### src/hdl/tls_pkg.sv
// Shared types, constants and helper functions for the two-way traffic light sequencer.
// Used by the configuration bank, the sequencer core, the top level and the checker.
// No dependencies.
package tls_pkg;

  // configuration register indexes
  localparam int unsigned CFG_COUNT = 4;
  localparam int unsigned CFG_IDX_W = 2;
  localparam int unsigned CFG_DATA_W = 8;

  localparam logic [CFG_IDX_W-1:0] REG_PHASE_A_START   = 2'd0;
  localparam logic [CFG_IDX_W-1:0] REG_PHASE_B_START   = 2'd1;
  localparam logic [CFG_IDX_W-1:0] REG_YELLOW_THRESH   = 2'd2;
  localparam logic [CFG_IDX_W-1:0] REG_REFRESH_PER_CNT = 2'd3;

  // register reset values
  localparam logic [6:0] RST_PHASE_A_START   = 7'd15;
  localparam logic [6:0] RST_PHASE_B_START   = 7'd23;
  localparam logic [6:0] RST_YELLOW_THRESH   = 7'd3;
  localparam logic [7:0] RST_REFRESH_PER_CNT = 8'd50;

  // lamp patterns: bit0 W red, bit1 W green, bit2 W yellow, bit3 S red, bit4 S green, bit5 S yellow
  localparam logic [5:0] LAMPS_OFF      = 6'h00;
  localparam logic [5:0] LAMPS_A_GREEN  = 6'h11;
  localparam logic [5:0] LAMPS_A_YELLOW = 6'h21;
  localparam logic [5:0] LAMPS_B_GREEN  = 6'h0A;
  localparam logic [5:0] LAMPS_B_YELLOW = 6'h0C;

  // sequencer phase, one-hot
  typedef enum logic [4:0] {
    PH_IDLE   = 5'b00001,
    PH_MAN_A  = 5'b00010,
    PH_MAN_B  = 5'b00100,
    PH_AUTO_A = 5'b01000,
    PH_AUTO_B = 5'b10000
  } phase_t;

  // configuration bank contents
  typedef struct packed {
    logic [6:0] phase_a_start;
    logic [6:0] phase_b_start;
    logic [6:0] yellow_threshold;
    logic [7:0] refreshes_per_count;
  } cfg_t;

  // one result beat
  typedef struct packed {
    logic [5:0] lamps;
    logic [3:0] digit_value;
    logic       digit_select;
    logic       display_active;
  } result_t;

  // outcome of one display refresh step
  typedef struct packed {
    logic [6:0] count;
    logic [7:0] refresh;
    logic       digit_phase;
    logic [3:0] digit;
    logic       select;
    logic       done;
  } adv_t;

  // tens digit by reciprocal multiply, exact for all 7-bit values
  function automatic logic [3:0] tens_of(input logic [6:0] v);
    logic [14:0] prod;
    prod = {8'd0, v} * 15'd205;
    return prod[14:11];
  endfunction

  // units digit as remainder after the tens
  function automatic logic [3:0] units_of(input logic [6:0] v);
    logic [6:0] t10;
    logic [6:0] rem;
    t10 = {3'd0, tens_of(v)} * 7'd10;
    rem = v - t10;
    return rem[3:0];
  endfunction

  // show one digit, advance refresh and count timing
  function automatic adv_t show_advance(input logic [6:0] count, input logic [7:0] refresh,
                                        input logic digit_phase, input logic [7:0] limit);
    adv_t       r;
    logic [7:0] refresh_inc;
    r.count       = count;
    r.refresh     = refresh;
    r.digit_phase = ~digit_phase;
    r.select      = digit_phase;
    r.digit       = digit_phase ? tens_of(count) : units_of(count);
    r.done        = 1'b0;
    refresh_inc   = refresh + 8'd1;
    if (digit_phase) begin
      if (refresh_inc >= limit) begin
        r.refresh = 8'd0;
        if (count == 7'd0) begin
          r.done = 1'b1;
        end else begin
          r.count = count - 7'd1;
        end
      end else begin
        r.refresh = refresh_inc;
      end
    end
    return r;
  endfunction

endpackage

### src/hdl/tls_ifc.sv
// Valid/ready channel interfaces for tick beats in and lamp/display beats out.
// Depends on nothing but plain logic types.
interface tls_in_if;
  logic valid;
  logic ready;
  logic auto_switch;
  logic button_press;

  modport source (output valid, output auto_switch, output button_press, input ready);
  modport sink (input valid, input auto_switch, input button_press, output ready);
endinterface

interface tls_out_if;
  logic       valid;
  logic       ready;
  logic [5:0] lamps;
  logic [3:0] digit_value;
  logic       digit_select;
  logic       display_active;

  modport source (output valid, output lamps, output digit_value, output digit_select,
                  output display_active, input ready);
  modport sink (input valid, input lamps, input digit_value, input digit_select,
                input display_active, output ready);
endinterface

### src/hdl/tls_cfg.sv
// Configuration register bank for the traffic light sequencer.
// Depends on tls_pkg for indexes, reset values and the cfg_t bundle.
module tls_cfg (
  input  logic                           clk,
  input  logic                           rst_n,
  input  logic                           cfg_we,
  input  logic [tls_pkg::CFG_IDX_W-1:0]  cfg_index,
  input  logic [tls_pkg::CFG_DATA_W-1:0] cfg_wdata,
  output tls_pkg::cfg_t                  cfg
);

  tls_pkg::cfg_t cfg_r;
  tls_pkg::cfg_t cfg_nxt;

  // decode the write
  always_comb begin
    cfg_nxt = cfg_r;
    if (cfg_we) begin
      case (cfg_index)
        tls_pkg::REG_PHASE_A_START:   cfg_nxt.phase_a_start       = cfg_wdata[6:0];
        tls_pkg::REG_PHASE_B_START:   cfg_nxt.phase_b_start       = cfg_wdata[6:0];
        tls_pkg::REG_YELLOW_THRESH:   cfg_nxt.yellow_threshold    = cfg_wdata[6:0];
        tls_pkg::REG_REFRESH_PER_CNT: cfg_nxt.refreshes_per_count = cfg_wdata;
        default:                      cfg_nxt = cfg_r;
      endcase
    end
  end

  // register bank
  always_ff @(posedge clk) begin
    if (!rst_n) begin
      cfg_r.phase_a_start       <= tls_pkg::RST_PHASE_A_START;
      cfg_r.phase_b_start       <= tls_pkg::RST_PHASE_B_START;
      cfg_r.yellow_threshold    <= tls_pkg::RST_YELLOW_THRESH;
      cfg_r.refreshes_per_count <= tls_pkg::RST_REFRESH_PER_CNT;
    end else begin
      cfg_r <= cfg_nxt;
    end
  end

  assign cfg = cfg_r;

endmodule

### src/hdl/tls_seq.sv
// Sequencer core: phase, countdown, display multiplex and lamp state, one tick per step.
// Depends on tls_pkg for phase_t, cfg_t, result_t and the display helper functions.
module tls_seq (
  input  logic              clk,
  input  logic              rst_n,
  input  logic              step,
  input  logic              auto_switch,
  input  logic              button_press,
  input  tls_pkg::cfg_t     cfg,
  output tls_pkg::result_t  result
);

  // manual step codes
  localparam logic [2:0] STEP_A_GREEN  = 3'd1;
  localparam logic [2:0] STEP_A_YELLOW = 3'd2;
  localparam logic [2:0] STEP_B_GREEN  = 3'd3;
  localparam logic [2:0] STEP_LAST     = 3'd4;

  tls_pkg::phase_t phase_r, phase_nxt;
  logic [6:0]      count_r, count_nxt;
  logic [7:0]      refresh_r, refresh_nxt;
  logic            dphase_r, dphase_nxt;
  logic [2:0]      mstep_r, mstep_nxt;
  logic [5:0]      lamp_r, lamp_nxt;

  logic [7:0]       limit;
  tls_pkg::adv_t    adv;
  tls_pkg::result_t res;

  assign limit = (cfg.refreshes_per_count == 8'd0) ? 8'd1 : cfg.refreshes_per_count;

  // next state for one tick
  always_comb begin
    phase_nxt   = phase_r;
    count_nxt   = count_r;
    refresh_nxt = refresh_r;
    dphase_nxt  = dphase_r;
    mstep_nxt   = mstep_r;
    lamp_nxt    = lamp_r;
    res         = '0;
    adv         = '0;

    if (auto_switch) begin
      // entering auto: finish any manual countdown, start the A phase
      if (phase_nxt != tls_pkg::PH_AUTO_A && phase_nxt != tls_pkg::PH_AUTO_B) begin
        if (phase_nxt == tls_pkg::PH_MAN_A) begin
          mstep_nxt = STEP_B_GREEN;
        end else if (phase_nxt == tls_pkg::PH_MAN_B) begin
          mstep_nxt = STEP_A_GREEN;
        end
        phase_nxt   = tls_pkg::PH_AUTO_A;
        count_nxt   = cfg.phase_a_start;
        refresh_nxt = 8'd0;
        dphase_nxt  = 1'b0;
      end
      if (phase_nxt == tls_pkg::PH_AUTO_A) begin
        lamp_nxt = (count_nxt <= cfg.yellow_threshold) ? tls_pkg::LAMPS_A_YELLOW
                                                       : tls_pkg::LAMPS_A_GREEN;
      end else begin
        lamp_nxt = (count_nxt <= cfg.yellow_threshold) ? tls_pkg::LAMPS_B_YELLOW
                                                       : tls_pkg::LAMPS_B_GREEN;
      end
      adv                = tls_pkg::show_advance(count_nxt, refresh_nxt, dphase_nxt, limit);
      count_nxt          = adv.count;
      refresh_nxt        = adv.refresh;
      dphase_nxt         = adv.digit_phase;
      res.digit_value    = adv.digit;
      res.digit_select   = adv.select;
      res.display_active = 1'b1;
      // countdown over: swap to the other direction
      if (adv.done) begin
        phase_nxt   = (phase_nxt == tls_pkg::PH_AUTO_A) ? tls_pkg::PH_AUTO_B
                                                        : tls_pkg::PH_AUTO_A;
        count_nxt   = (phase_nxt == tls_pkg::PH_AUTO_A) ? cfg.phase_a_start
                                                        : cfg.phase_b_start;
        refresh_nxt = 8'd0;
        dphase_nxt  = 1'b0;
      end
    end else begin
      // leaving auto blanks the lamps
      if (phase_nxt == tls_pkg::PH_AUTO_A || phase_nxt == tls_pkg::PH_AUTO_B) begin
        lamp_nxt  = tls_pkg::LAMPS_OFF;
        phase_nxt = tls_pkg::PH_IDLE;
      end
      // manual press steps the sequence
      if (phase_nxt == tls_pkg::PH_IDLE && button_press) begin
        mstep_nxt = (mstep_nxt >= STEP_LAST) ? STEP_A_GREEN : mstep_nxt + 3'd1;
        case (mstep_nxt)
          STEP_A_GREEN: lamp_nxt = tls_pkg::LAMPS_A_GREEN;
          STEP_B_GREEN: lamp_nxt = tls_pkg::LAMPS_B_GREEN;
          STEP_A_YELLOW: begin
            phase_nxt   = tls_pkg::PH_MAN_A;
            count_nxt   = cfg.yellow_threshold;
            refresh_nxt = 8'd0;
            dphase_nxt  = 1'b0;
          end
          default: begin
            phase_nxt   = tls_pkg::PH_MAN_B;
            count_nxt   = cfg.yellow_threshold;
            refresh_nxt = 8'd0;
            dphase_nxt  = 1'b0;
          end
        endcase
      end
      // timed manual yellow
      if (phase_nxt == tls_pkg::PH_MAN_A || phase_nxt == tls_pkg::PH_MAN_B) begin
        lamp_nxt = (phase_nxt == tls_pkg::PH_MAN_A) ? tls_pkg::LAMPS_A_YELLOW
                                                    : tls_pkg::LAMPS_B_YELLOW;
        adv                = tls_pkg::show_advance(count_nxt, refresh_nxt, dphase_nxt, limit);
        count_nxt          = adv.count;
        refresh_nxt        = adv.refresh;
        dphase_nxt         = adv.digit_phase;
        res.digit_value    = adv.digit;
        res.digit_select   = adv.select;
        res.display_active = 1'b1;
        if (adv.done) begin
          if (phase_nxt == tls_pkg::PH_MAN_A) begin
            mstep_nxt = STEP_B_GREEN;
            lamp_nxt  = tls_pkg::LAMPS_B_GREEN;
          end else begin
            mstep_nxt = STEP_A_GREEN;
            lamp_nxt  = tls_pkg::LAMPS_A_GREEN;
          end
          phase_nxt = tls_pkg::PH_IDLE;
        end
      end
    end
    res.lamps = lamp_nxt;
  end

  // state registers, updated once per accepted tick
  always_ff @(posedge clk) begin
    if (!rst_n) begin
      phase_r   <= tls_pkg::PH_IDLE;
      count_r   <= 7'd0;
      refresh_r <= 8'd0;
      dphase_r  <= 1'b0;
      mstep_r   <= 3'd0;
      lamp_r    <= tls_pkg::LAMPS_OFF;
    end else if (step) begin
      phase_r   <= phase_nxt;
      count_r   <= count_nxt;
      refresh_r <= refresh_nxt;
      dphase_r  <= dphase_nxt;
      mstep_r   <= mstep_nxt;
      lamp_r    <= lamp_nxt;
    end
  end

  assign result = res;

endmodule

### src/hdl/two_way_traffic_light_sequencer_top.sv
// Top level of the two-way traffic light sequencer: tick input register, core, result register.
// Depends on tls_pkg, tls_ifc.sv, tls_cfg and tls_seq.
//
//  channel | dir | handshake   | payload
//  --------+-----+-------------+---------------------------------------------------
//  in_if   | in  | valid/ready | auto_switch, button_press
//  out_if  | out | valid/ready | lamps, digit_value, digit_select, display_active
//  cfg_*   | in  | cfg_we      | cfg_index (2 b), cfg_wdata (8 b)
//
// One tick beat is taken every cycle while in_if.ready is high; its result passes the tick
// register, then the result register (two register stages).
// Reset is synchronous on rst_n: lamps off, manual idle, both registers empty.
// When out_if.ready is low with a result waiting, the result register holds and the tick register fills,
// after which in_if.ready drops until the result is taken.
module two_way_traffic_light_sequencer_top (
  input  logic                           clk,
  input  logic                           rst_n,
  tls_in_if.sink                         in_if,
  tls_out_if.source                      out_if,
  input  logic                           cfg_we,
  input  logic [tls_pkg::CFG_IDX_W-1:0]  cfg_index,
  input  logic [tls_pkg::CFG_DATA_W-1:0] cfg_wdata
);

  tls_pkg::cfg_t    cfg;
  tls_pkg::result_t result;

  logic             tick_valid_r;
  logic             tick_auto_r;
  logic             tick_press_r;
  logic             out_valid_r;
  tls_pkg::result_t out_r;
  logic             out_free;
  logic             step;

  // handshake control
  assign out_free    = !out_valid_r || out_if.ready;
  assign step        = tick_valid_r && out_free;
  assign in_if.ready = !tick_valid_r || out_free;

  tls_cfg u_cfg (
    .clk       (clk),
    .rst_n     (rst_n),
    .cfg_we    (cfg_we),
    .cfg_index (cfg_index),
    .cfg_wdata (cfg_wdata),
    .cfg       (cfg)
  );

  tls_seq u_seq (
    .clk          (clk),
    .rst_n        (rst_n),
    .step         (step),
    .auto_switch  (tick_auto_r),
    .button_press (tick_press_r),
    .cfg          (cfg),
    .result       (result)
  );

  // tick register
  always_ff @(posedge clk) begin
    if (!rst_n) begin
      tick_valid_r <= 1'b0;
    end else if (in_if.ready) begin
      tick_valid_r <= in_if.valid;
    end
  end

  always_ff @(posedge clk) begin
    if (in_if.ready && in_if.valid) begin
      tick_auto_r  <= in_if.auto_switch;
      tick_press_r <= in_if.button_press;
    end
  end

  // result register
  always_ff @(posedge clk) begin
    if (!rst_n) begin
      out_valid_r <= 1'b0;
    end else if (out_free) begin
      out_valid_r <= tick_valid_r;
    end
  end

  always_ff @(posedge clk) begin
    if (step) begin
      out_r <= result;
    end
  end

  assign out_if.valid          = out_valid_r;
  assign out_if.lamps          = out_r.lamps;
  assign out_if.digit_value    = out_r.digit_value;
  assign out_if.digit_select   = out_r.digit_select;
  assign out_if.display_active = out_r.display_active;

endmodule

### src/flat_wrapper.sv
// flat-port wrapper written by rule: the top's interface ports become plain ports
module two_way_traffic_light_sequencer_top_flat 
  (clk, rst_n, cfg_we, cfg_index, cfg_wdata, in_if_valid, in_if_auto_switch, in_if_button_press, in_if_ready, out_if_valid, out_if_lamps, out_if_digit_value, out_if_digit_select, out_if_display_active, out_if_ready);
  tls_in_if in_if_i ();
  tls_out_if out_if_i ();
  input  logic clk;
  input  logic rst_n;
  input  logic cfg_we;
  input  logic [tls_pkg::CFG_IDX_W-1:0] cfg_index;
  input  logic [tls_pkg::CFG_DATA_W-1:0] cfg_wdata;
  input wire logic [$bits(in_if_i.valid)-1:0] in_if_valid;
  input wire logic [$bits(in_if_i.auto_switch)-1:0] in_if_auto_switch;
  input wire logic [$bits(in_if_i.button_press)-1:0] in_if_button_press;
  output wire logic [$bits(in_if_i.ready)-1:0] in_if_ready;
  output wire logic [$bits(out_if_i.valid)-1:0] out_if_valid;
  output wire logic [$bits(out_if_i.lamps)-1:0] out_if_lamps;
  output wire logic [$bits(out_if_i.digit_value)-1:0] out_if_digit_value;
  output wire logic [$bits(out_if_i.digit_select)-1:0] out_if_digit_select;
  output wire logic [$bits(out_if_i.display_active)-1:0] out_if_display_active;
  input wire logic [$bits(out_if_i.ready)-1:0] out_if_ready;
  assign in_if_i.valid = in_if_valid;
  assign in_if_i.auto_switch = in_if_auto_switch;
  assign in_if_i.button_press = in_if_button_press;
  assign in_if_ready = in_if_i.ready;
  assign out_if_valid = out_if_i.valid;
  assign out_if_lamps = out_if_i.lamps;
  assign out_if_digit_value = out_if_i.digit_value;
  assign out_if_digit_select = out_if_i.digit_select;
  assign out_if_display_active = out_if_i.display_active;
  assign out_if_i.ready = out_if_ready;
  two_way_traffic_light_sequencer_top u_core (.clk(clk), .rst_n(rst_n), .in_if(in_if_i), .out_if(out_if_i), .cfg_we(cfg_we), .cfg_index(cfg_index), .cfg_wdata(cfg_wdata));
endmodule
### config.mk
export PLATFORM = sky130hd
export DESIGN_NAME = two_way_traffic_light_sequencer_top_flat
export DESIGN_NICKNAME = d
export VERILOG_FILES = /design/src/hdl/tls_pkg.sv /design/src/hdl/tls_ifc.sv /design/src/hdl/tls_cfg.sv /design/src/hdl/tls_seq.sv /design/src/hdl/two_way_traffic_light_sequencer_top.sv /design/src/flat_wrapper.sv
export SDC_FILE = /design/constraint.sdc
export NUM_CORES = 1
export LEC_CHECK = 0
export ABC_CLOCK_PERIOD_IN_PS = 9300
export BUFFER_PORTS_ARGS = -buffer_cell sky130_fd_sc_hd__clkbuf_2
export CORE_MARGIN = 4
export CORE_UTILIZATION = 55
export DETAILED_ROUTE_END_ITERATION = 10
export PLACE_DENSITY = 0.71
export SYNTH_ARGS = -nofsm -noshare
export SYNTH_HDL_FRONTEND = slang
export SYNTH_SLANG_ARGS = --single-unit
export TNS_END_PERCENT = 100
### constraint.sdc
create_clock -name clk -period 9.3 [get_ports clk]
set_input_delay 1.395 -clock clk [delete_from_list [all_inputs] [get_ports clk]]
set_output_delay 1.395 -clock clk [all_outputs]
set_load 0.03 [all_outputs]
==> results of run 1 <==
==> layer usage <==
metal / part of all wire [%] / vias to the layer above / track usage (%) / wire (um)
met5: 0 / - / 0 / 0
met4: 3.2 / 0 / 10.13 / 601
met3: 6.6 / 46 / 4.864 / 1238
met2: 46 / 245 / 42.30 / 8561
met1: 45 / 2896 / 36.46 / 8357
li1: - / 2988 / - / -
==> synthesized netlist by cell type (3+ instances only) <==
| master | number |
|---|---|
| nor4_1 | 3 |
| dfxtp_1 | 61 |
| fa_1 | 18 |
| a221oi_1 | 3 |
| ha_1 | 111 |
| o21ai_1 | 9 |
| a21o_1 | 10 |
| o31ai_1 | 3 |
| nor2b_1 | 8 |
| o21bai_1 | 3 |
| edfxtp_1 | 14 |
| a31oi_1 | 8 |
| inv_2 | 4 |
| o221ai_1 | 4 |
| o21ai_0 | 34 |
| xnor2_1 | 22 |
| a22oi_1 | 5 |
| nor3_1 | 20 |
| mux2i_1 | 31 |
| and2_1 | 6 |
| clkbuf_1 | 24 |
| a21oi_1 | 62 |
| buf_2 | 5 |
| or2_2 | 6 |
| nand2b_1 | 4 |
| o22ai_1 | 8 |
| nand4_1 | 9 |
| nand2_1 | 105 |
| nand3_1 | 23 |
| xor2_1 | 12 |
| o21a_1 | 5 |
| and3_1 | 10 |
| o211ai_1 | 7 |
| and4_1 | 5 |
| inv_1 | 73 |
| nor2_1 | 65 |
==> through the flow <==
step | utilization, % | power [mW] | worst slack, ns | area, um2
floorplan | - | 0.5619 | 3.446 | 6977
global placement | 59.20 | 0.6267 | 2.877 | 7229
detailed placement | 59.20 | 0.6370 | 2.555 | 7229
CTS | 61.67 | 0.9832 | 2.559 | 7531
global route | 61.67 | 1.041 | 1.992 | 7531
finish | 61.67 | 0.9809 | 2.559 | 7531
==> flip-flops by register name, summed over array words and instances (netlist names) <==
register / count
u_core.u_seq.mstep_r: 3
u_core.u_seq.dphase_r: 1
u_core.tick_press_r: 1
u_core.out_if.display_active: 1
u_core.u_cfg.cfg: 29
u_core.out_if.lamps: 6
u_core.tick_valid_r: 1
u_core.u_seq.phase_r: 5
u_core.out_if.valid: 1
u_core.tick_auto_r: 1
u_core.u_seq.lamp_r: 6
u_core.out_if.digit_select: 1
u_core.u_seq.count_r: 7
u_core.u_seq.refresh_r: 8
u_core.out_if.digit_value: 4
==> power by group <==
part           switching [mW]  total, mW  internal [mW]
logic                   0.168      0.274          0.106
clock network           0.136      0.347          0.211
registers              0.0120      0.359          0.347
==> kinds of logic (layout without fill, tap and decap cells) <==
| kind of cell | Yosys count | count (layout) | synth area share, % |
|---|---|---|---|
| xor gates and xnor gates | 34 | 34 | 4.268 |
| and+or+nand+nor | 278 | 278 | 19.24 |
| adders and majority gates | 130 | 130 | 25.22 |
| buffers and inverters | 113 | 131 | 6.492 |
| AOI/OAI and AO/OA | 183 | 183 | 16.45 |
| muxes | 33 | 33 | 4.806 |
| DFF | 75 | 75 | 23.53 |
==> worst max-delay path, delay by kind of cell (launching register included) <==
family	cells	cell delay, ns
adders and majority gates	7	2.38
xor gates and xnor gates	5	1.17
AOI/OAI and AO/OA	2	0.41
muxes	1	0.41
DFF	1	0.55
and+or+nand+nor	4	1.22
buffers and inverters	4	0.35
==> cell type report <==
type | count | area [um2]
Clock buffer | 13 | 281.5
Clock inverter | 3 | 20.02
Fill cell | 1111 | 4681
Inverter | 78 | 292.8
Multi-Input combinational cell | 658 | 4882
Sequential cell | 75 | 1642
Tap cell | 168 | 210.2
Timing Repair Buffer | 37 | 202.7
==> worst min path at each step <==
stage | start | end | slack (ns) | cells past startpoint
2_1_floorplan | u_core.u_seq.lamp_r[2]$_SDFFE_PN0P_ | u_core.u_seq.lamp_r[2]$_SDFFE_PN0P_ | 0.43 | 2
3_3_place_gp | u_core.u_seq.refresh_r[6]$_SDFFE_PN0P_ | u_core.u_seq.refresh_r[6]$_SDFFE_PN0P_ | 0.44 | 2
3_5_place_dp | u_core.u_seq.lamp_r[5]$_SDFFE_PN0P_ | u_core.u_seq.lamp_r[5]$_SDFFE_PN0P_ | 0.45 | 2
4_1_cts | u_core.u_seq.lamp_r[5]$_SDFFE_PN0P_ | u_core.u_seq.lamp_r[5]$_SDFFE_PN0P_ | 0.46 | 2
5_1_grt | u_core.u_cfg.cfg[3]$_SDFFE_PN0P_ | u_core.u_cfg.cfg[3]$_SDFFE_PN0P_ | 0.49 | 2
6_report | u_core.u_seq.lamp_r[5]$_SDFFE_PN0P_ | u_core.u_seq.lamp_r[5]$_SDFFE_PN0P_ | 0.46 | 2
==> metrics.txt, run 1 <==
WL per Instance=18.18 um; Worst Path Required=9.38 ns; Async S/R FF share, synth=0%; Hold Buf Count CTS=0; final setup skew=0.005485 ns; H-tree levels=3; max-cap violation count=0; post-synth top area cell=ha_1; Critical Path AT=6.82 ns; Slew @ Worst Pin=0.9392 ns; Post-CTS Resized=0; worst r2r path cells=23; Seq cells post-synth=75; Seq/Total Area, Yosys=23.53%; worst vdd ir=0.1252 mV; drt drc=0; Tcrit/Tclk final=72.48%; CP Launch Type=flop; commonest non-fill, non-tap cell in the layout=ha_1; yosys warns=0; Synthesized Nets=992; initial antenna violation count=0; CTS Root Cell=clkbuf_16; Final GP Congestion=0.9590; RSZ-0062 raised after global routing=false; die height=120.6 um; setup tns final=0 ns; Final setup viols=0; Syn Std Cell Area=0.006977 mm2; CP Launch Point=u_core.u_seq.phase_r[4]$_SDFFE_PN0P_; number of I/O port buffers=30; 1st-iter DRT viols=544; CTS Buf Count=9; r2r setup slk=2.56 ns; GRT overflow=0; Crit Path Max Fanout=11; PD cells=130.2 mW/mm2; share of cells above drive strength 1=9.259%; Area Growth Syn to Fin=7.945%; crit-path cells=xor2_1 > and2_1 > mux2i_1 > inv_1 > ha_1 > ha_1 > inv_1 > fa_1 > inv_1 > fa_1 > ha_1 > a211o_1 > nor4b_1 > nor2_1 > xor2_1 > ha_1 > inv_1 > fa_1 > xnor2_1 > xnor2_1 > xor2_1 > nor2_1 > o22ai_1; postcts setup bufs=0; vias in the first global route=6217; GRT Util Overall=26.78%; Post-Route WL=18760 um; die width=120.6 um; type of the worst setup path=reg2reg; Synth top area share=19.91%; ant diodes=0; placed instance count=1016; first-pass GRT wire length=31450 um; CTS tree=built; FP Rows=40; CTS Sinks=75; max_slew headroom=37.15%; CTS clk-pin slew, worst paths=0.06 ns; final worst path period need=6.741 ns; Pins Over Slew Limit=0; post-DP HPWL=14640 um; worst r2r src=u_core.u_seq.phase_r[4]$_SDFFE_PN0P_; final-stage net count=1005; Yosys cell types=74; end point of the critical path=u_core.out_if.digit_value[3]$_DFFE_PP_; final cell count without fillers=1032; Main synth FF type=dfxtp_1; die area=0.01455 mm2; Core ar.=0.01221 mm2; Crit path largest cell delay=0.55 ns; Mapped Cells=846; clock buffer depth=2; leakage dissipation=3.519 nW; crit end category=flop; via count=6175; vias per cell=5.984; Hold WC Path Type=reg2reg; Mean Syn Cell Area=8.247 um2; largest net degree at the start of global routing=36; I/O pin count=31; slowest CP cell=dfxtp_1; WHS=0.4631 ns; commonest cells after routing, fill and taps aside=111 x ha_1, 105 x nand2_1, 73 x inv_1; RR Endpoint=u_core.out_if.digit_value[3]$_DFFE_PP_; top cells by area, synth=ha_1 20%, dfxtp_1 18%, edfxtp_1 6.0%, nand2_1 5.6%, fa_1 5.2%; drt first pass iters=7; Final Hold Fails=0; outcome=finished clean; Final ANT Viol Nets=0; Peak Freq=148.3 MHz; later-pin clock latency in the skew report=0.34 ns; initial core utilization=57.13%; Post-synth EDFFs=14
Power figures use the tool's default switching activity.
==> run 2, diff against run 1 <==
--- a/config.mk
+++ b/config.mk
@@ -5,12 +5,12 @@
 export SDC_FILE = /design/constraint.sdc
 export NUM_CORES = 1
 export LEC_CHECK = 0
-export ABC_CLOCK_PERIOD_IN_PS = 9300
+export ABC_CLOCK_PERIOD_IN_PS = 5800
 export BUFFER_PORTS_ARGS = -buffer_cell sky130_fd_sc_hd__clkbuf_2
 export CORE_MARGIN = 4
 export CORE_UTILIZATION = 55
 export DETAILED_ROUTE_END_ITERATION = 10
-export PLACE_DENSITY = 0.71
+export PLACE_DENSITY = 0.74
 export SYNTH_ARGS = -nofsm -noshare
 export SYNTH_HDL_FRONTEND = slang
 export SYNTH_SLANG_ARGS = --single-unit
==> constraint.sdc (replaced) <==
create_clock -name clk -period 5.8 [get_ports clk]
set_input_delay 0.87 -clock clk [delete_from_list [all_inputs] [get_ports clk]]
set_output_delay 0.87 -clock clk [all_outputs]
set_load 0.03 [all_outputs]
==> metrics.txt, run 2 (synthesis gave the netlist of run 1 again) <==
Pins Over Slew Limit=0 (unchanged); WHS=0.4585 ns (-0.004545 ns); H-tree levels=3 (unchanged); Final ANT Viol Nets=0 (unchanged); final-stage net count=1052 (+4.7%); type of the worst setup path=reg2reg; initial antenna violation count=0 (unchanged); CTS Root Cell=clkbuf_16; Final Hold Fails=0 (unchanged); WL per Instance=18.38 um (+1.1%); GRT Util Overall=27.62% (+0.84 points); number of I/O port buffers=30 (unchanged); met1 usage=35.47% (-1.0 points); Final setup viols=0 (unchanged); die width=120.6 um (unchanged); area occupied by registers=0.001643 mm2 (about the same); Worst Slack Setup Final=0.2069 ns (-2.352 ns); vias in the first global route=6367 (+2.4%); drt drc=0 (unchanged); r2r setup slk=0.21 ns (-2.35 ns); GRT overflow=0 (unchanged); end point of the critical path=u_core.out_if.digit_value[3]$_DFFE_PP_; leakage dissipation=3.775 nW (+7.3%); FP Rows=40 (unchanged); crit end category=flop; first-pass GRT wire length=31910 um (+1.5%); final cell count without fillers=1079 (+4.6%); CTS clk-pin slew, worst paths=0.06 ns (about the same); Area Growth Syn to Fin=15.69%; fillcell total=1076 (-3.2%); I/O pin count=31 (unchanged); CTS Buf Count=9 (unchanged); max-cap violation count=0 (unchanged); commonest non-fill, non-tap cell in the layout=ha_1; 1st-iter DRT viols=621 (+14%); M3 GR Usage=5.098% (+0.23 points); CTS tree=built; Crit Path Max Fanout=9 (-2); worst r2r path cells=24 (+4.3%); GR peak layer=met2; CTS Sinks=75 (unchanged); die area=0.01455 mm2 (unchanged); worst r2r src=u_core.u_seq.phase_r[0]$_SDFFE_PN1P_; share of cells above drive strength 1=16.58% (+7.3 points); max reg flops=29 (unchanged); final core utilization=66.10% (+4.4 points); Core ar.=0.01221 mm2 (unchanged); Peak Freq=178.8 MHz (+21%); max_slew headroom=42.06% (+4.9 points); Hold WC Path Type=reg2reg; PD cells=203.4 mW/mm2 (+56%); worst vdd ir=0.2198 mV (+76%); Critical Path AT=5.68 ns (-1.14 ns); die height=120.6 um (unchanged); initial core utilization=57.13% (unchanged); PnR Total Power=1.641 mW (+67%); Hold Buf Count CTS=0 (unchanged); vias per cell=6.009 (+0.43%); placed instance count=1053 (+3.6%); Worst Path Required=5.89 ns (-3.49 ns); final setup skew=0.008542 ns (+0.003057 ns); Post-Route WL=19830 um (+5.7%); clock buffer depth=2 (unchanged); CP Launch Point=u_core.u_seq.phase_r[0]$_SDFFE_PN1P_; outcome=finished clean; Slew @ Worst Pin=0.8691 ns (-0.07018 ns); commonest cells after routing, fill and taps aside=107 x ha_1, 105 x nand2_1, 71 x inv_1; dpl ws=-0.1601 ns (-2.715 ns); drt first pass iters=7 (unchanged); via count=6484 (+5.0%); largest net degree at the start of global routing=30 (-17%); RR Endpoint=u_core.out_if.digit_value[3]$_DFFE_PP_; Final GP Congestion=0.9824 (+2.4%); GRT met2 Usage=46.42% (+4.1 points); Multi-input gate area=0.005080 mm2 (+4.0%); CP Launch Type=flop; post-DP HPWL=15450 um (+5.6%); later-pin clock latency in the skew report=0.35 ns (about the same); final worst path period need=5.593 ns (-1.148 ns); Tcrit/Tclk final=96.43% (+24 points); ant diodes=0 (unchanged)
## run 2: cell types whose count changed in the layout (fill, tap and decap cells not counted), moves of 3 or more
cell	previous run	this run
buf_4	7	53
fa_2	0	3
fa_1	18	15
ha_1	111	107
ha_4	0	3
## run 2: routing by layer
metal / share of wire (%) / vias up
met1: 43 / 3090
met4: 2.6 / 0
met3: 6.6 / 42
li1: - / 3090
met2: 47 / 262
met5: 0 / -
## run 2: what timing repair did
action | 4_1_cts | 5_1_grt
endpoints found under the setup margin | 1 | 2
resized for setup | 7 | 31
pin swaps | 1 | 15
setup buffers | 1 | 9
gates cloned | 0 | 0
## run 2: power by group
| group | internal [mW] | total [mW] | switching, mW |
|---|---|---|---|
| Clock | 0.331 | 0.551 | 0.220 |
| Sequential | 0.557 | 0.576 | 0.0189 |
| Combinational | 0.215 | 0.515 | 0.300 |
## run 2: worst min path at each step
stage / startpoint / to / slack, ns / depth (start not counted)
final: u_core.u_seq.refresh_r[6]$_SDFFE_PN0P_ / u_core.u_seq.refresh_r[6]$_SDFFE_PN0P_ / 0.46 / 2
after global routing: u_core.u_seq.lamp_r[2]$_SDFFE_PN0P_ / u_core.u_seq.lamp_r[2]$_SDFFE_PN0P_ / 0.47 / 2
after CTS: u_core.u_seq.refresh_r[6]$_SDFFE_PN0P_ / u_core.u_seq.refresh_r[6]$_SDFFE_PN0P_ / 0.45 / 2
after detailed placement: u_core.u_seq.refresh_r[6]$_SDFFE_PN0P_ / u_core.u_seq.refresh_r[6]$_SDFFE_PN0P_ / 0.45 / 2
after global placement: u_core.u_seq.refresh_r[6]$_SDFFE_PN0P_ / u_core.u_seq.refresh_r[6]$_SDFFE_PN0P_ / 0.44 / 2
after floorplan: u_core.u_seq.lamp_r[2]$_SDFFE_PN0P_ / u_core.u_seq.lamp_r[2]$_SDFFE_PN0P_ / 0.43 / 2
## run 2: worst max-delay path, cell delays in order, from the launching register on
cell and delay [ns]:
dfxtp_1 0.33, buf_4 0.18, xor2_2 0.19, buf_4 0.15, o211ai_4 0.23, nor3_1 0.11
a21oi_4 0.18, inv_1 0.08, ha_1 0.31, ha_1 0.20, or2_2 0.30, fa_1 0.48
ha_1 0.36, ha_4 0.29, nand4_1 0.12, nor3_2 0.26, a21oi_2 0.12, xnor2_2 0.17
ha_1 0.21, fa_2 0.34, xnor2_1 0.20, xnor2_1 0.18, xnor2_1 0.09, mux2i_1 0.15
o22ai_1 0.10
## run 2: per-stage QoR
step / area [um2] / setup TNS (ns)
3_3_place_gp: 7520 / 0
4_1_cts: 7846 / 0
2_1_floorplan: 6989 / 0
3_5_place_dp: 7520 / -0.1601
6_report: 8071 / 0
5_1_grt: 8071 / -0.007766
## run 2: area by class of cell
type,instances,area share [%]
clock buffers,11,2.883
clock inverters,5,0.6666
inverters,78,3.627
multi-input cells,658,62.94
flip-flops and latches,75,20.35
well taps,168,2.604
repair buffers,84,6.929
==> run 3, diff against run 2 <==
--- a/config.mk
+++ b/config.mk
@@ -6,11 +6,12 @@
 export NUM_CORES = 1
 export LEC_CHECK = 0
 export ABC_CLOCK_PERIOD_IN_PS = 5800
-export BUFFER_PORTS_ARGS = -buffer_cell sky130_fd_sc_hd__clkbuf_2
+export BUFFER_PORTS_ARGS = -buffer_cell sky130_fd_sc_hd__buf_2
 export CORE_MARGIN = 4
 export CORE_UTILIZATION = 55
 export DETAILED_ROUTE_END_ITERATION = 10
 export PLACE_DENSITY = 0.74
+export SKIP_LAST_GASP = 1
 export SYNTH_ARGS = -nofsm -noshare
 export SYNTH_HDL_FRONTEND = slang
 export SYNTH_SLANG_ARGS = --single-unit
==> metrics.txt, run 3 (synthesis gave the netlist of run 1 again) <==
fillcell total=1071 (-0.46%); worst r2r path cells=23 (-4.2%); CTS clk-pin slew, worst paths=0.06 ns (about the same); post-DP HPWL=15520 um (+0.43%); placed instance count=1052 (-0.095%); Post-Route WL=19600 um (-1.2%); RR Endpoint=u_core.out_if.digit_value[3]$_DFFE_PP_; CTS tree=built; leakage dissipation=3.755 nW (-0.52%); largest net degree at the start of global routing=30 (unchanged); combinational cell fraction of total power=29.9% (-1.4 points); GRT overflow=0 (unchanged); Hold WC Path Type=reg2reg; Slew @ Worst Pin=0.9017 ns (+0.03258 ns); Reg power frac=34.3% (-0.8 points); final setup skew=0.004258 ns (-0.004284 ns); outcome=finished clean; I/O pin count=31 (unchanged); die height=120.6 um (unchanged); worst r2r src=u_core.u_seq.phase_r[4]$_SDFFE_PN0P_; CP Launch Type=flop; Peak Freq=180.1 MHz (+0.71%); setup tns final=0 ns (unchanged); Critical Path AT=5.63 ns (-0.05 ns); PD cells=208.0 mW/mm2 (+2.3%); via count=6406 (-1.2%); drt first pass iters=5 (-2); final core utilization=66.07% (about the same); CTS Buf Count=9 (unchanged); 1st-iter DRT viols=563 (-9.3%); Final GP Congestion=0.9627 (-2.0%); M3 GR Usage=4.724% (-0.37 points); Int Power=1.144 mW (+3.7%); vias per cell=5.948 (-1.0%); WL per Instance=18.20 um (-0.99%); number of I/O port buffers=30 (unchanged); GRT met2 Usage=43.87% (-2.5 points); switching part of the total=31.81% (-1.0 points); initial core utilization=57.13% (unchanged); final-stage net count=1050 (-0.19%); Hold Buf Count CTS=0 (unchanged); initial antenna violation count=0 (unchanged); later-pin clock latency in the skew report=0.34 ns (about the same); final cell count without fillers=1077 (-0.19%); die area=0.01455 mm2 (unchanged); max_slew headroom=39.56% (-2.5 points); max-cap violation count=0 (unchanged); H-tree levels=3 (unchanged); max reg flops=29 (unchanged); commonest cells after routing, fill and taps aside=107 x ha_1, 105 x nand2_1, 70 x inv_1; FP Rows=40 (unchanged); Pins Over Slew Limit=0 (unchanged); ant diodes=0 (unchanged); share of cells above drive strength 1=16.72% (+0.15 points); Post-Layout Inst Area=0.008068 mm2 (about the same); Crit Path Max Fanout=5 (-4); hold path depth=2 (unchanged); CP Launch Point=u_core.u_seq.phase_r[4]$_SDFFE_PN0P_; commonest non-fill, non-tap cell in the layout=ha_1; r2r setup slk=0.25 ns (+0.04 ns); drt drc=0 (unchanged); clock buffer depth=2 (unchanged); Worst Path Required=5.88 ns (about the same); worst vdd ir=0.2252 mV (+2.5%); Tcrit/Tclk final=95.75% (-0.68 points); GRT Util Overall=26.91% (-0.71 points); Final Hold Fails=0 (unchanged); type of the worst setup path=reg2reg; Core ar.=0.01221 mm2 (unchanged); met1 usage=36.57% (+1.1 points); CTS Sinks=75 (unchanged); power share of the clock group=35.8% (+2.2 points); Final setup viols=0 (unchanged); GR peak layer=met2; vias in the first global route=6069 (-4.7%); Area Growth Syn to Fin=15.64% (about the same); first-pass GRT wire length=31220 um (-2.2%); Final ANT Viol Nets=0 (unchanged); placed cell area=0.007512 mm2 (about the same); end point of the critical path=u_core.out_if.digit_value[3]$_DFFE_PP_; sw power=0.5338 mW (-0.88%); crit end category=flop; die width=120.6 um (unchanged); CTS Root Cell=clkbuf_16; final worst path period need=5.554 ns (-0.03960 ns)
==> run 3: worst min path at each step <==
stage | startpoint | to
CTS | u_core.u_seq.lamp_r[2]$_SDFFE_PN0P_ | u_core.u_seq.lamp_r[2]$_SDFFE_PN0P_
floorplan | u_core.u_seq.lamp_r[2]$_SDFFE_PN0P_ | u_core.u_seq.lamp_r[2]$_SDFFE_PN0P_
global placement | u_core.u_seq.lamp_r[5]$_SDFFE_PN0P_ | u_core.u_seq.lamp_r[5]$_SDFFE_PN0P_
global route | u_core.u_seq.lamp_r[2]$_SDFFE_PN0P_ | u_core.u_seq.lamp_r[2]$_SDFFE_PN0P_
finish | u_core.u_cfg.cfg[0]$_SDFFE_PN0P_ | u_core.u_cfg.cfg[0]$_SDFFE_PN0P_
detailed placement | u_core.u_seq.lamp_r[2]$_SDFFE_PN0P_ | u_core.u_seq.lamp_r[2]$_SDFFE_PN0P_
==> run 3: layout make-up <==
| type | count | area, um2 | area share [%] |
|---|---|---|---|
| Timing Repair Buffer | 82 | 540.5 | 6.700 |
| Inverter | 78 | 292.8 | 3.629 |
| Clock buffer | 10 | 229.0 | 2.838 |
| Tap cell | 168 | 210.2 | 2.605 |
| Sequential cell | 75 | 1643 | 20.36 |
| Clock inverter | 6 | 88.84 | 1.101 |
| Multi-Input combinational cell | 658 | 5064 | 62.76 |
==> run 3: worst max-delay path: stages (launching register included) <==
cell and delay (ns):
dfxtp_1 0.34, xor2_2 0.18, and2_4 0.21, mux2i_4 0.20, buf_4 0.16, ha_1 0.30, inv_1 0.07, fa_1 0.50
inv_1 0.04, ha_1 0.30, fa_1 0.56, ha_4 0.22, a211o_1 0.26, nor4b_2 0.31, nor2_1 0.11, xor2_1 0.21
ha_2 0.19, inv_1 0.04, fa_1 0.37, xnor2_1 0.14, xnor2_1 0.13, xor2_1 0.14, nor2_1 0.17, o22ai_1 0.12
==> run 3: metal layers <==
metal / vias up / wire length [um]
li1: 3078 / -
met1: 3034 / 8531
met2: 263 / 9289
met3: 31 / 1408
met4: 0 / 367
met5: - / 0
==> run 3: power groups by stage <==
| stage | Sequential, mW | Combinational [mW] | Clock (mW) |
|---|---|---|---|
| 3_3_place_gp | 0.585 | 0.443 | 0 |
| 2_1_floorplan | 0.591 | 0.310 | 0 |
| 6_report | 0.576 | 0.502 | 0.600 |
| 3_5_place_dp | 0.585 | 0.462 | 0 |
| 5_1_grt | 0.578 | 0.561 | 0.634 |
| 4_1_cts | 0.574 | 0.468 | 0.610 |
==> run 3: repair_timing <==
item | 4_1_cts | 5_1_grt
gates resized for setup | 7 | 30
pin swaps | 1 | 13
setup endpoints to repair | 1 | 2
buffers inserted | 0 | 9
==> run 3: through the flow <==
step / hold WS [ns] / power [mW] / setup WS (ns)
6_report: 0.4630 / 1.678 / 0.2465
5_1_grt: 0.4817 / 1.773 / -0.01566
4_1_cts: 0.4629 / 1.652 / 0.004273
3_5_place_dp: 0.4548 / 1.047 / -0.05943
3_3_place_gp: 0.4400 / 1.028 / 0.05831
2_1_floorplan: 0.4319 / 0.9013 / 0.01464
